<file path="src/rtl/fpa_pkg.sv">
package fpa_pkg;

    // Result kinds carried on m_tuser
    localparam logic [1:0] STATUS_PLACED    = 2'd0;
    localparam logic [1:0] STATUS_TOO_LARGE = 2'd1;
    localparam logic [1:0] STATUS_NO_BLOCK  = 2'd2;
    localparam logic [1:0] STATUS_LOADED    = 2'd3;

    // Configuration register indexes
    localparam logic [1:0] CFG_PARTITION_SCHEME = 2'd0;
    localparam logic [1:0] CFG_TOTAL_MEMORY     = 2'd1;
    localparam logic [1:0] CFG_BLOCK_SIZE       = 2'd2;
    localparam logic [1:0] CFG_PARTITION_COUNT  = 2'd3;

    // Width of the shared add/subtract unit operands
    localparam int ALU_W = 32;

    // Partition table control from the sequencer
    typedef struct packed {
        logic wr_en;     // load an entry, mark it free
        logic rd_en;     // read size and free flag, data next cycle
        logic clr_free;  // mark an entry taken
    } tab_ctl_t;

endpackage

</file>
<file path="src/rtl/fpa_part_table.sv">
module fpa_part_table
    import fpa_pkg::*;
#(
    parameter int NUM_PARTITIONS = 16,
    parameter int SIZE_BITS      = 16,
    parameter int IW             = 4
) (
    input  logic                 aclk,
    input  logic                 aresetn,
    input  tab_ctl_t             ctl,
    input  logic [IW-1:0]        wr_addr,
    input  logic [SIZE_BITS-1:0] wr_size,
    input  logic [IW-1:0]        rd_addr,
    input  logic [IW-1:0]        clr_addr,
    output logic [SIZE_BITS-1:0] rd_size,
    output logic                 rd_free
);

    // Sizes: plain RAM, no reset
    logic [SIZE_BITS-1:0] size_mem [NUM_PARTITIONS];
    logic [NUM_PARTITIONS-1:0] free_reg;
    logic [SIZE_BITS-1:0] rd_size_reg;
    logic rd_free_reg;

    always_ff @(posedge aclk) begin
        if (ctl.wr_en) begin
            size_mem[wr_addr] <= wr_size;
        end
        if (ctl.rd_en) begin
            rd_size_reg <= size_mem[rd_addr];
        end
    end

    always_ff @(posedge aclk) begin
        if (!aresetn) begin
            free_reg    <= '0;
            rd_free_reg <= 1'b0;
        end else begin
            if (ctl.wr_en) begin
                free_reg[wr_addr] <= 1'b1;
            end else if (ctl.clr_free) begin
                free_reg[clr_addr] <= 1'b0;
            end
            if (ctl.rd_en) begin
                rd_free_reg <= free_reg[rd_addr];
            end
        end
    end

    assign rd_size = rd_size_reg;
    assign rd_free = rd_free_reg;

endmodule

</file>
<file path="src/rtl/fixed_partition_allocator.sv">
// Fixed-partition memory allocator, first-fit placement.
// Input channel s_*: one transfer per item. s_tuser is the mode (0 loads a
// partition size, 1 places a process request). Result channel m_*: exactly
// one transfer per item, m_tuser carries the status. Config channel cfg_*:
// index and data, always ready; write only while the block is idle.
// Timing: the block takes one item at a time; s_tready is low while an item
// is worked on. An unequal-mode request reads the last partition, then walks
// the partitions in order through one table read port and one shared
// add/subtract unit, one partition per cycle. The same unit does the
// saturating waste accumulation. A finished result sits in the output
// register; the next item is accepted while it waits, and only the hand-off
// of that item's result waits on m_tready.
// Reset (aresetn low, synchronous) empties the pipeline, clears all
// partitions to not free, the equal-mode block pointer, the claimed memory
// and the waste total, and restores the register defaults. Partition sizes
// are not cleared; reads of unloaded entries are undefined.
module fixed_partition_allocator
    import fpa_pkg::*;
#(
    parameter int NUM_PARTITIONS = 16,
    parameter int SIZE_BITS      = 16
) (
    input  logic        aclk,
    input  logic        aresetn,
    // mode
    input  logic        s_tuser,
    // entry_index[3:0], entry_size[19:4], process_id[35:20],
    // process_size[51:36], zero pad [55:52]
    input  logic [55:0] s_tdata,
    input  logic        s_tvalid,
    output logic        s_tready,
    // status[1:0]
    output logic [1:0]  m_tuser,
    // slot[3:0], owner[19:4], waste[35:20], total_waste[67:36], zero pad [71:68]
    output logic [71:0] m_tdata,
    output logic        m_tvalid,
    input  logic        m_tready,
    input  logic        cfg_valid,
    output logic        cfg_ready,
    input  logic [1:0]  cfg_addr,
    input  logic [15:0] cfg_data
);

    localparam int IW = (NUM_PARTITIONS > 1) ? $clog2(NUM_PARTITIONS) : 1;
    localparam int CW = $clog2(NUM_PARTITIONS + 1);
    localparam int KW = (CW > 5) ? CW : 5;

    typedef enum logic [7:0] {
        ST_IDLE    = 8'b0000_0001,
        ST_EQ_SIZE = 8'b0000_0010,
        ST_EQ_ROOM = 8'b0000_0100,
        ST_EQ_FIT  = 8'b0000_1000,
        ST_UQ_LAST = 8'b0001_0000,
        ST_UQ_SCAN = 8'b0010_0000,
        ST_ACC     = 8'b0100_0000,
        ST_FINISH  = 8'b1000_0000
    } state_t;

    // Input field unpack
    logic [3:0]  in_entry_index;
    logic [15:0] in_entry_size;
    logic [15:0] in_process_id;
    logic [15:0] in_process_size;
    assign in_entry_index  = s_tdata[3:0];
    assign in_entry_size   = s_tdata[19:4];
    assign in_process_id   = s_tdata[35:20];
    assign in_process_size = s_tdata[51:36];

    // Config registers
    logic        scheme_reg;
    logic [15:0] total_memory_reg;
    logic [15:0] block_size_reg;
    logic [4:0]  partition_count_reg;

    assign cfg_ready = 1'b1;

    always_ff @(posedge aclk) begin
        if (!aresetn) begin
            scheme_reg          <= 1'b0;
            total_memory_reg    <= 16'd0;
            block_size_reg      <= 16'd1;
            partition_count_reg <= 5'd16;
        end else if (cfg_valid && cfg_ready) begin
            unique case (cfg_addr)
                CFG_PARTITION_SCHEME: scheme_reg          <= cfg_data[0];
                CFG_TOTAL_MEMORY:     total_memory_reg    <= cfg_data;
                CFG_BLOCK_SIZE:       block_size_reg      <= cfg_data;
                CFG_PARTITION_COUNT:  partition_count_reg <= cfg_data[4:0];
                default: ;
            endcase
        end
    end

    // Sequencer state and working registers
    state_t        state_reg, state_next;
    logic [15:0]   pid_reg, pid_next;
    logic [15:0]   psize_reg, psize_next;
    logic [1:0]    status_reg, status_next;
    logic [3:0]    slot_reg, slot_next;
    logic [31:0]   waste_reg, waste_next;
    logic [16:0]   sum_reg, sum_next;          // claimed + block_size
    logic [IW-1:0] scan_idx_reg, scan_idx_next;
    logic [IW-1:0] last_idx_reg, last_idx_next;
    logic [CW-1:0] next_slot_reg, next_slot_next;
    logic [15:0]   claimed_reg, claimed_next;
    logic [31:0]   waste_total_reg, waste_total_next;

    // Output register
    logic          m_valid_reg, m_valid_next;
    logic [1:0]    m_status_reg, m_status_next;
    logic [67:0]   m_data_reg, m_data_next;

    // Shared add/subtract unit; on subtract, carry set means a >= b
    logic [ALU_W-1:0] alu_a, alu_b;
    logic             alu_sub;
    logic [ALU_W:0]   alu_res;
    logic             alu_carry;

    assign alu_res   = {1'b0, alu_a} + {1'b0, alu_b ^ {ALU_W{alu_sub}}}
                       + {{ALU_W{1'b0}}, alu_sub};
    assign alu_carry = alu_res[ALU_W];

    // Partition table
    tab_ctl_t             tab_ctl;
    logic [IW-1:0]        tab_wr_addr, tab_rd_addr;
    logic [SIZE_BITS-1:0] tab_wr_size, tab_rd_size;
    logic                 tab_rd_free;
    logic [31:0]          entry_size_ext;

    assign entry_size_ext = 32'(in_entry_size);
    assign tab_wr_size    = entry_size_ext[SIZE_BITS-1:0];
    assign tab_wr_addr    = IW'(in_entry_index);

    fpa_part_table #(
        .NUM_PARTITIONS (NUM_PARTITIONS),
        .SIZE_BITS      (SIZE_BITS),
        .IW             (IW)
    ) u_table (
        .aclk     (aclk),
        .aresetn  (aresetn),
        .ctl      (tab_ctl),
        .wr_addr  (tab_wr_addr),
        .wr_size  (tab_wr_size),
        .rd_addr  (tab_rd_addr),
        .clr_addr (scan_idx_reg),
        .rd_size  (tab_rd_size),
        .rd_free  (tab_rd_free)
    );

    // Partitions in use, clamped to the table
    logic [KW-1:0] cnt_raw, cnt_max, cnt_use;
    assign cnt_raw = KW'(partition_count_reg);
    assign cnt_max = KW'(NUM_PARTITIONS);
    assign cnt_use = (cnt_raw > cnt_max) ? cnt_max : cnt_raw;

    logic in_accept, out_accept, idx_in_range, eq_full;
    assign s_tready     = (state_reg == ST_IDLE);
    assign in_accept    = s_tvalid && s_tready;
    assign out_accept   = m_valid_reg && m_tready;
    assign idx_in_range = (32'(in_entry_index) < NUM_PARTITIONS);
    assign eq_full      = (next_slot_reg == CW'(NUM_PARTITIONS));

    always_comb begin
        state_next       = state_reg;
        pid_next         = pid_reg;
        psize_next       = psize_reg;
        status_next      = status_reg;
        slot_next        = slot_reg;
        waste_next       = waste_reg;
        sum_next         = sum_reg;
        scan_idx_next    = scan_idx_reg;
        last_idx_next    = last_idx_reg;
        next_slot_next   = next_slot_reg;
        claimed_next     = claimed_reg;
        waste_total_next = waste_total_reg;
        m_valid_next     = out_accept ? 1'b0 : m_valid_reg;
        m_status_next    = m_status_reg;
        m_data_next      = m_data_reg;
        tab_ctl          = '0;
        tab_rd_addr      = scan_idx_reg;
        alu_a            = waste_total_reg;
        alu_b            = waste_reg;
        alu_sub          = 1'b0;

        unique case (state_reg)
            ST_IDLE: begin
                if (in_accept) begin
                    pid_next    = in_process_id;
                    psize_next  = in_process_size;
                    status_next = STATUS_PLACED;
                    slot_next   = 4'd0;
                    waste_next  = 32'd0;
                    if (!s_tuser) begin
                        tab_ctl.wr_en = idx_in_range;
                        status_next   = STATUS_LOADED;
                        slot_next     = in_entry_index;
                        state_next    = ST_FINISH;
                    end else if (!scheme_reg) begin
                        state_next = ST_EQ_SIZE;
                    end else if (cnt_use == '0) begin
                        status_next = STATUS_NO_BLOCK;
                        state_next  = ST_FINISH;
                    end else begin
                        // fetch the last partition for the too-large test
                        last_idx_next = IW'(cnt_use - KW'(1));
                        tab_rd_addr   = IW'(cnt_use - KW'(1));
                        tab_ctl.rd_en = 1'b1;
                        state_next    = ST_UQ_LAST;
                    end
                end
            end
            ST_EQ_SIZE: begin
                alu_a   = 32'(block_size_reg);
                alu_b   = 32'(psize_reg);
                alu_sub = 1'b1;
                if (!alu_carry) begin
                    status_next = STATUS_TOO_LARGE;
                    state_next  = ST_FINISH;
                end else begin
                    waste_next = alu_res[31:0];
                    state_next = ST_EQ_ROOM;
                end
            end
            ST_EQ_ROOM: begin
                alu_a    = 32'(claimed_reg);
                alu_b    = 32'(block_size_reg);
                sum_next = alu_res[16:0];
                if (eq_full) begin
                    status_next = STATUS_NO_BLOCK;
                    waste_next  = 32'd0;
                    state_next  = ST_FINISH;
                end else begin
                    state_next = ST_EQ_FIT;
                end
            end
            ST_EQ_FIT: begin
                alu_a   = 32'(total_memory_reg);
                alu_b   = 32'(sum_reg);
                alu_sub = 1'b1;
                if (!alu_carry) begin
                    status_next = STATUS_NO_BLOCK;
                    waste_next  = 32'd0;
                    state_next  = ST_FINISH;
                end else begin
                    // sum fits under total_memory, so 16 bits hold it
                    slot_next      = 4'(next_slot_reg);
                    next_slot_next = next_slot_reg + CW'(1);
                    claimed_next   = sum_reg[15:0];
                    state_next     = ST_ACC;
                end
            end
            ST_UQ_LAST: begin
                alu_a   = 32'(tab_rd_size);
                alu_b   = 32'(psize_reg);
                alu_sub = 1'b1;
                if (!alu_carry) begin
                    status_next = STATUS_TOO_LARGE;
                    state_next  = ST_FINISH;
                end else begin
                    scan_idx_next = '0;
                    tab_rd_addr   = '0;
                    tab_ctl.rd_en = 1'b1;
                    state_next    = ST_UQ_SCAN;
                end
            end
            ST_UQ_SCAN: begin
                // read data belongs to scan_idx; next entry is fetched meanwhile
                alu_a   = 32'(tab_rd_size);
                alu_b   = 32'(psize_reg);
                alu_sub = 1'b1;
                if (tab_rd_free && alu_carry) begin
                    tab_ctl.clr_free = 1'b1;
                    slot_next        = 4'(scan_idx_reg);
                    waste_next       = alu_res[31:0];
                    state_next       = ST_ACC;
                end else if (scan_idx_reg == last_idx_reg) begin
                    status_next = STATUS_NO_BLOCK;
                    state_next  = ST_FINISH;
                end else begin
                    scan_idx_next = scan_idx_reg + IW'(1);
                    tab_rd_addr   = scan_idx_reg + IW'(1);
                    tab_ctl.rd_en = 1'b1;
                end
            end
            ST_ACC: begin
                // saturating accumulate, carry out means overflow
                waste_total_next = alu_res[ALU_W] ? '1 : alu_res[31:0];
                state_next       = ST_FINISH;
            end
            ST_FINISH: begin
                if (!m_valid_reg || m_tready) begin
                    m_valid_next  = 1'b1;
                    m_status_next = status_reg;
                    m_data_next   = {waste_total_reg, waste_reg[15:0], pid_reg, slot_reg};
                    state_next    = ST_IDLE;
                end
            end
            default: state_next = ST_IDLE;
        endcase
    end

    always_ff @(posedge aclk) begin
        if (!aresetn) begin
            state_reg       <= ST_IDLE;
            next_slot_reg   <= '0;
            claimed_reg     <= '0;
            waste_total_reg <= '0;
            m_valid_reg     <= 1'b0;
        end else begin
            state_reg       <= state_next;
            next_slot_reg   <= next_slot_next;
            claimed_reg     <= claimed_next;
            waste_total_reg <= waste_total_next;
            m_valid_reg     <= m_valid_next;
        end
    end

    always_ff @(posedge aclk) begin
        pid_reg      <= pid_next;
        psize_reg    <= psize_next;
        status_reg   <= status_next;
        slot_reg     <= slot_next;
        waste_reg    <= waste_next;
        sum_reg      <= sum_next;
        scan_idx_reg <= scan_idx_next;
        last_idx_reg <= last_idx_next;
        m_status_reg <= m_status_next;
        m_data_reg   <= m_data_next;
    end

    assign m_tvalid = m_valid_reg;
    assign m_tuser  = m_status_reg;
    assign m_tdata  = {4'd0, m_data_reg};

    // Block pointer never passes the table
    a_next_slot_bound: assert property (@(posedge aclk) disable iff (!aresetn)
        32'(next_slot_reg) <= NUM_PARTITIONS)
        else $error("equal-mode block pointer beyond table");

    // Waste total only grows while out of reset
    a_waste_monotonic: assert property (@(posedge aclk) disable iff (!aresetn)
        $past(aresetn) |-> waste_total_reg >= $past(waste_total_reg))
        else $error("waste total decreased");

    // A new result appears only from the finish step
    a_result_source: assert property (@(posedge aclk) disable iff (!aresetn)
        $rose(m_valid_reg) |-> $past(state_reg) == ST_FINISH)
        else $error("result raised outside finish step");

    // Scan never walks past the last partition in use
    a_scan_bound: assert property (@(posedge aclk) disable iff (!aresetn)
        state_reg == ST_UQ_SCAN |-> scan_idx_reg <= last_idx_reg)
        else $error("partition scan out of range");

endmodule

</file>
<file path="config.mk">
export PLATFORM = sky130hd
export DESIGN_NAME = fixed_partition_allocator
export DESIGN_NICKNAME = d
export VERILOG_FILES = /design/src/rtl/fpa_pkg.sv /design/src/rtl/fpa_part_table.sv /design/src/rtl/fixed_partition_allocator.sv
export SDC_FILE = /design/constraint.sdc
export NUM_CORES = 1
export LEC_CHECK = 0
export ABC_CLOCK_PERIOD_IN_PS = 9490
export BUFFER_PORTS_ARGS = -buffer_cell sky130_fd_sc_hd__buf_2
export CAP_MARGIN = 40
export CORE_ASPECT_RATIO = 1.5
export CORE_MARGIN = 2
export CORE_UTILIZATION = 60
export DETAILED_ROUTE_END_ITERATION = 6
export GPL_TIMING_DRIVEN = 0
export PLACE_DENSITY_LB_ADDON = 0.25
export SETUP_SLACK_MARGIN = 0.1
export SLEW_MARGIN = 20
export SYNTH_ARGS = -nofsm -noshare
export SYNTH_HDL_FRONTEND = slang
export SYNTH_HIERARCHICAL = 1
export SYNTH_SLANG_ARGS = --single-unit
</file>
<file path="constraint.sdc">
create_clock -name aclk -period 9.49 [get_ports aclk]
set_input_delay 0.4745 -clock aclk [delete_from_list [all_inputs] [get_ports aclk]]
set_output_delay 0.4745 -clock aclk [all_outputs]
set_load 0.005 [all_outputs]
</file>
## After elaboration in Yosys (flattened, before gate mapping)

Memory sizes are Yosys's and may differ from the RTL's. A register that Yosys moved wholly into a read port is not among the register bits.
Cells that the tools add are included.

| word-level totals | value |
|---|---|
| output and inout port bits | 77 |
| memory bits (writable) | 256 |
| input bits | 80 |
| register bits after elaboration | 282 |
| memories | 1 |
| word-level logic and storage cells | 164 |

Memories:

| name | words | bits a word | rd ports | clocked after Yosys merged registers in | write ports | RTL line | text |
|---|---|---|---|---|---|---|---|
| u_table.size_mem | 16 | 16 | 1 | 1 | 1 | fpa_part_table.sv:20 | `logic [SIZE_BITS-1:0] size_mem [NUM_PARTITIONS];` |

| operators by class | value |
|---|---|
| reductions and logical operators | 30 |
| equality and inequality tests | 24 |
| magnitude comparators | 6 |
| bitwise logic cells | 5 |
| mux-type cells | 72 |
| add/subtract/negate cells | 5 |

Operators by type and width:

| operator | number |
|---|---|
| two-way mux 32 bit | 6 |
| case mux 32 bit (5 select lines) | 1 |
| case mux 32 bit (4 select lines) | 1 |
| case mux 32 bit (3 select lines) | 1 |
| two-way mux 8 bit | 11 |
| case mux 8 bit (8 select lines) | 1 |
| two-way mux 4 bit | 11 |
| adder 32 x 32 -> 33 bit | 1 |
| adder 33 x 1 -> 33 bit | 1 |
| two-way mux 16 bit | 2 |
| XOR 32 bit | 1 |
| case mux 4 bit (3 select lines) | 2 |
| two-way mux 2 bit | 10 |
| two-way mux 1 bit | 19 |
| inequality test 2 bit (second input constant) | 9 |
| bitwise AND 16 bit | 1 |
| inverter 16 bit | 1 |
| OR 16 bit | 1 |
| < comparator 4 x 5 -> 1 bit (second input constant) | 3 |
| AND reduction 2 bit | 7 |
| case mux 2 bit (5 select lines) | 1 |
| nonzero test 5 bit | 2 |
| demux 1 bit (select 4 bit) | 2 |
| equality test 8 x 1 -> 1 bit (second input constant) | 1 |
| 38 further kinds | 46 |

## Longest topological paths before layout

| depth | value |
|---|---|
| depth after elaboration | 11 |
| depth in mapped cells | 27 |
| depth with buffers taken out | 20 |

## Hierarchy

The synthesis kept the hierarchy.

Modules (own cells, without submodules):

| module | cells each | area an instance (um^2) | seq. area each (um^2) | instances |
|---|---|---|---|---|
| fixed_partition_allocator | 1166 | 12469.5 | 6956.7 | 1 |
| fpa_part_table | 462 | 10998.0 | 8508.2 | 1 |

## Least setup slack after synthesis

Ideal clock, no wire load.

| path | value |
|---|---|
| path type | register -> register |
| start | reg state_reg[4] |
| end | reg waste_reg[0] (enable) |
| buffers on the path | 5 |
| data required time | 8.989 ns |
| cell stages (with the launch flop) | 19 |
| clock period less this slack | 7.738 ns |
| arrival time | 7.237 ns |
| setup time | 0.501 ns |
| slack | 1.752 ns |
| path through | dfxtp_1 buf_2 xor2_1 and3_1 buf_2 nor3_1 clkbuf_1 nand2_1 mux2_2 fa_1 a211oi_1 nor2_1 a31o_2 a22o_1 o211ai_1 a31oi_1 clkbuf_1 clkbuf_1 nor4_1 |

| on the way | value |
|---|---|
| cells in the longest elaborated chain, start to end | 9 |
| elaborated cells on any way between the ends | 24 |
| those cells by class | 2 x add/sub; 11 x eq/ne; 3 x mux; 1 x bitwise; 7 x reduce/logical |

RTL lines:

| item | RTL line | text |
|---|---|---|
| from (decl) | fixed_partition_allocator.sv:95 | `state_t state_reg, state_next;` |
| from (signal assigned) | fixed_partition_allocator.sv:310 | `state_reg <= state_next;` |
| equality test 8 x 6 -> 1 bit (tied with other cells) | fixed_partition_allocator.sv:185 | `unique case (state_reg)` |
| OR reduction 3 bit (no source line) / OR reduction 4 bit (equally long branches) | n/a |  |
| case mux 32 bit (3 select lines) / two-way mux 1 bit (equally long branches) | fixed_partition_allocator.sv:185 |  |
| XOR 32 bit | fixed_partition_allocator.sv:119 | `assign alu_res = {1'b0, alu_a} + {1'b0, alu_b ^ {ALU_W{alu_sub}}}` |
| adder 32 x 32 -> 33 bit | fixed_partition_allocator.sv:119 |  |
| adder 33 x 1 -> 33 bit | fixed_partition_allocator.sv:120 | `+ {{ALU_W{1'b0}}, alu_sub};` |
| logical AND 1 bit | fixed_partition_allocator.sv:271 | `if (tab_rd_free && alu_carry) begin` |
| inequality test 2 bit (no source line) | n/a |  |
| AND reduction 6 bit (no source line) (*) | n/a |  |
| to (signal assigned) | fixed_partition_allocator.sv:323 | `waste_reg <= waste_next;` |
| to (decl) | fixed_partition_allocator.sv:100 | `logic [31:0] waste_reg, waste_next;` |

Every way passes the cells marked *; elsewhere a longest branch is shown, timed or not.
A chain may end at the register's enable or synchronous reset.

## Worst setup path after layout

| path | value |
|---|---|
| start | reg state_reg[0] |
| end | reg u_table.rd_size_reg[9] (netlist: u_table/rd_size[9]), read port of u_table.size_mem (data pin) |

| on the way | value |
|---|---|
| cells in the longest elaborated chain, start to end | 9 |
| elaborated cells on any way between the ends | 25 |
| those cells by class | 2 x add/sub; 6 x eq/ne; 11 x mux; 1 x bitwise; 5 x reduce/logical |

RTL lines:

| item | RTL line | text |
|---|---|---|
| equality test 8 x 6 -> 1 bit (tied with other cells) | fixed_partition_allocator.sv:185 |  |
| OR reduction 3 bit (no source line) / OR reduction 4 bit (equally long branches) | n/a |  |
| case mux 32 bit (3 select lines) / two-way mux 1 bit (equally long branches) | fixed_partition_allocator.sv:185 |  |
| XOR 32 bit | fixed_partition_allocator.sv:119 |  |
| adder 32 x 32 -> 33 bit | fixed_partition_allocator.sv:119 |  |
| adder 33 x 1 -> 33 bit | fixed_partition_allocator.sv:120 |  |
| logical AND 1 bit | fixed_partition_allocator.sv:271 |  |
| two-way mux 4 bit | n/a |  |
| case mux 4 bit (3 select lines) (*) | fixed_partition_allocator.sv:185 |  |
| via tab_rd_addr[1] | fixed_partition_allocator.sv:125 | `logic [IW-1:0] tab_wr_addr, tab_rd_addr;` |
| to (decl) | fpa_part_table.sv:22 | `logic [SIZE_BITS-1:0] rd_size_reg;` |

Mark *: on every way through the listed nets, which the timed path passes. The rest lies on a longest branch.

==> results.txt <==
Worst path cell trace - nor4_4 > and3_1 > buf_2 > nand2b_1 > clkbuf_1 > clkbuf_1 > a221oi_1 > a221o_1 > ha_1 > a211oi_1 > nor2_1 > a31o_2 > a22o_1 > o211ai_1 > nand3_1 > o21ai_0 > o21bai_1 > a221o_1 > buf_2 > clkbuf_1 > mux4_2 > mux4_2
Crit Path Max Fanout - 10
Min Tclk post-route - 8.997 ns
DRT antenna net count - 0
Die area - 40,740 µm²
Highest clock rate - 0.1111 GHz
GR Util All Layers - 32.33%
Int Power - 0.003917 W
Distinct cell type count after synthesis - 82
Switch Pwr - 0.001094 W
Mapped Cells - 1,628
Detailed Route Iter0 Violations - 1,662
Ranking of synthesized cells by area - edfxtp_1, dfxtp_1, mux4_2
WL met3 - 3.921 mm
H-tree depth - 2
RSZ-0062 raised after global routing - false
Finish-stage setup viols - 0
Layout Cells excl Fill - 2,383
Area Overhead vs Synth - 13.94%
I/O Buffers - 146
Seq/Total Area, Yosys - 65.90%
Layout cells sized above 1 - 21.30%
Hold Vio Cnt, Final - 0
Slew margin rel. - 32.39%
Placed instance count - 2,291
Max Slew Vio Count - 0
CTS sink count - 554
Routed wl met2 - 33.61 mm
Post-synth top cells - edfxtp_1, nand2_1, dfxtp_1, nor2_1, mux4_2
CP Capture Type - flip-flop
Clock buffer depth - 3
Top cell type's share of synthesized area - 55.92%
Count leader, synth - edfxtp_1
Max cap viols - 0
TritonCTS Buffers - 49
CORE AREA - 38,540 µm²
Setup ws final - 0.4927 ns
Worst-margin pin slew - 0.9885 ns
DRC Markers - 0
CTS tree - built
Final HPWL DP - 45.07 mm
Via density - 6.426
Vert. Die Dim - 246.2 µm
Worst Setup Start Kind - flip-flop
DRT Pass-1 Iters - 6
Slowest cell on crit path - clkbuf_1
Status - completed
Uppermost layer routed - met5
CTS Hold Bufs - 0
Slowest stage delay, CP - 0.74 ns
Gpl congestion - 1.011
Net count, final - 1,964
Clock transition at path regs - 0.06 ns
Remaining Overflow, GRT - 0
Combinational power share - 6.2%
Pin count of the biggest net entering global routing - 30
Leak - 9.482 nW
Sequential share of power - 54.2%
Clk_skew - 0.01881 ns
WL final - 64.41 mm
Synth Cell Area - 23,470 µm²
Leading area contributor after synthesis - edfxtp_1
Top FF cell, synth - edfxtp_1
Placement Rows - 88
Synth Warn # - 6
Width of the die - 165.5 µm
Pre-CTS setup slack - 0.7354 ns
Clock Power Share - 39.7%
Max FFs per register - 256
Vias - 15,310
Io pins - 157
Resized Gates After CTS - 0
Worst EP required - 9.79 ns
Peak VDD IR - 0.0001894 V
PD cells - 187.4 nW/µm²
Routed len/inst - 27.03 µm
First-pass GRT wire length - 95.22 mm
Synthesized area per cell - 14.41 µm²
CP Class - reg2reg
CP most frequent cell - clkbuf_1
Root buffer cell - clkbuf_16
Net Sw Frac - 21.83%
Number of synthesized flops with an enable pin - 437
Initial Utilization - 60.90%
Met1 Wirelength - 21.97 mm
Final Cycle Share - 94.81%
Initial antenna violation count - 4
Vias in the first global route - 15,800
Clk Latency, worst-skew pair - 0.58 ns
Synth async-reset ratio - 0%
Crit path DAT - 9.30 ns
#FFs+latches synth - 554
Reg-to-reg slack, setup - 0.49 ns
Setup repair bufs after CTS - 0
Hold Path Class - in2reg
==> worst max-delay path, delay by kind of cell (launching register included) <==
kind | cells | cell delay, ns
AO/OA/AOI/OAI | 9 | 3.04
AND/OR/NAND/NOR | 5 | 1.55
multiplexers | 2 | 0.95
adder cells (fa/ha/maj) | 1 | 0.36
flip-flops | 1 | 0.38
buffers and inverters | 5 | 2.39
==> cell usage in the layout, fill, tap and decap left out, drive strengths merged, types with 8 or more instances in the layout <==
cell and n:
xor2 13, clkbuf 124, nand4 12, nand2 188
a21boi 55, inv 34, o211ai 11, a21o 22
xnor2 28, a22oi 33, a221oi 12, nor2 78
mux4 82, a31oi 15, o221a 21, and3 10
nor2b 22, nor3 15, a222oi 9, a21oi 50
mux2i 10, edfxtp 437, ha 35, o21ai 50
dfxtp 117, o21bai 8, buf 199, a221o 12
nand3 27, clkinv 17, nand2b 16, and2 26
==> cell type report <==
cell class                 instances  area [µm²]
sequential                       554       15460
fill                            2645       11800
multi-input combinational        950        7571
clock buffer                      62        1285
timing repair buffer             166       920.9
tap                              495       619.3
buffer                            95       455.4
clock inverter                    28       299.0
inverter                          32       120.1
antenna                            1       2.502
==> final timing paths <==
check	start	endpoint	depth (start not counted)
min reg2reg	pid_reg[2]$_DFFE_PP_	m_data_reg[6]$_DFFE_PP_	0
max	state_reg[0]$_SDFFE_PN1P_	u_table/rd_size[9]$_DFFE_PP_	22
max reg2reg	state_reg[0]$_SDFFE_PN1P_	u_table/rd_size[9]$_DFFE_PP_	22
min	s_tdata[41]	psize_reg[5]$_DFFE_PP_	1
==> stage by stage <==
step | cell area [µm²] | setup TNS, ns | util (%) | hold slack [ns] | total power, W
after floorplan | 23480 | 0 | - | 0.4003 | 0.002936
after global placement | 24830 | -79.12 | 64.43 | 0.4026 | 0.003051
after detailed placement | 25140 | 0 | 65.24 | 0.4045 | 0.003068
after CTS | 26720 | 0 | 69.35 | 0.05811 | 0.005032
after global routing | 26740 | 0 | 69.38 | 0.05907 | 0.005152
final | 26740 | 0 | 69.38 | 0.07714 | 0.005011
==> layer usage <==
layer | up-vias | GRT usage (%)
met2 | 728 | 57.33
met4 | 6 | 21.27
met1 | 7600 | 35.93
li1 | 6727 | -
met5 | - | 0
met3 | 251 | 4.343
==> power groups by stage <==
| stage | Clock (W) | Sequential, W | Combinational (W) |
|---|---|---|---|
| after CTS | 0.00201 | 0.00271 | 0.000305 |
| after floorplan | 0 | 0.00275 | 0.000182 |
| after global routing | 0.00210 | 0.00272 | 0.000335 |
| after detailed placement | 0 | 0.00277 | 0.000302 |
| final | 0.00199 | 0.00271 | 0.000309 |
| after global placement | 0 | 0.00277 | 0.000282 |
==> cells by family (layout without fill, tap and decap cells) <==
group	Yosys count	count (layout)	share of synthesized area, %
mux	98	98	8.680
simple gates	438	438	9.005
flops	554	554	65.90
buf+inv	127	383	2.447
compound gates	332	332	10.46
fa+ha+maj	36	36	1.951
xor+xnor	41	41	1.530
other cells	2	6	0.03200
Power figures use the tool's default switching activity.
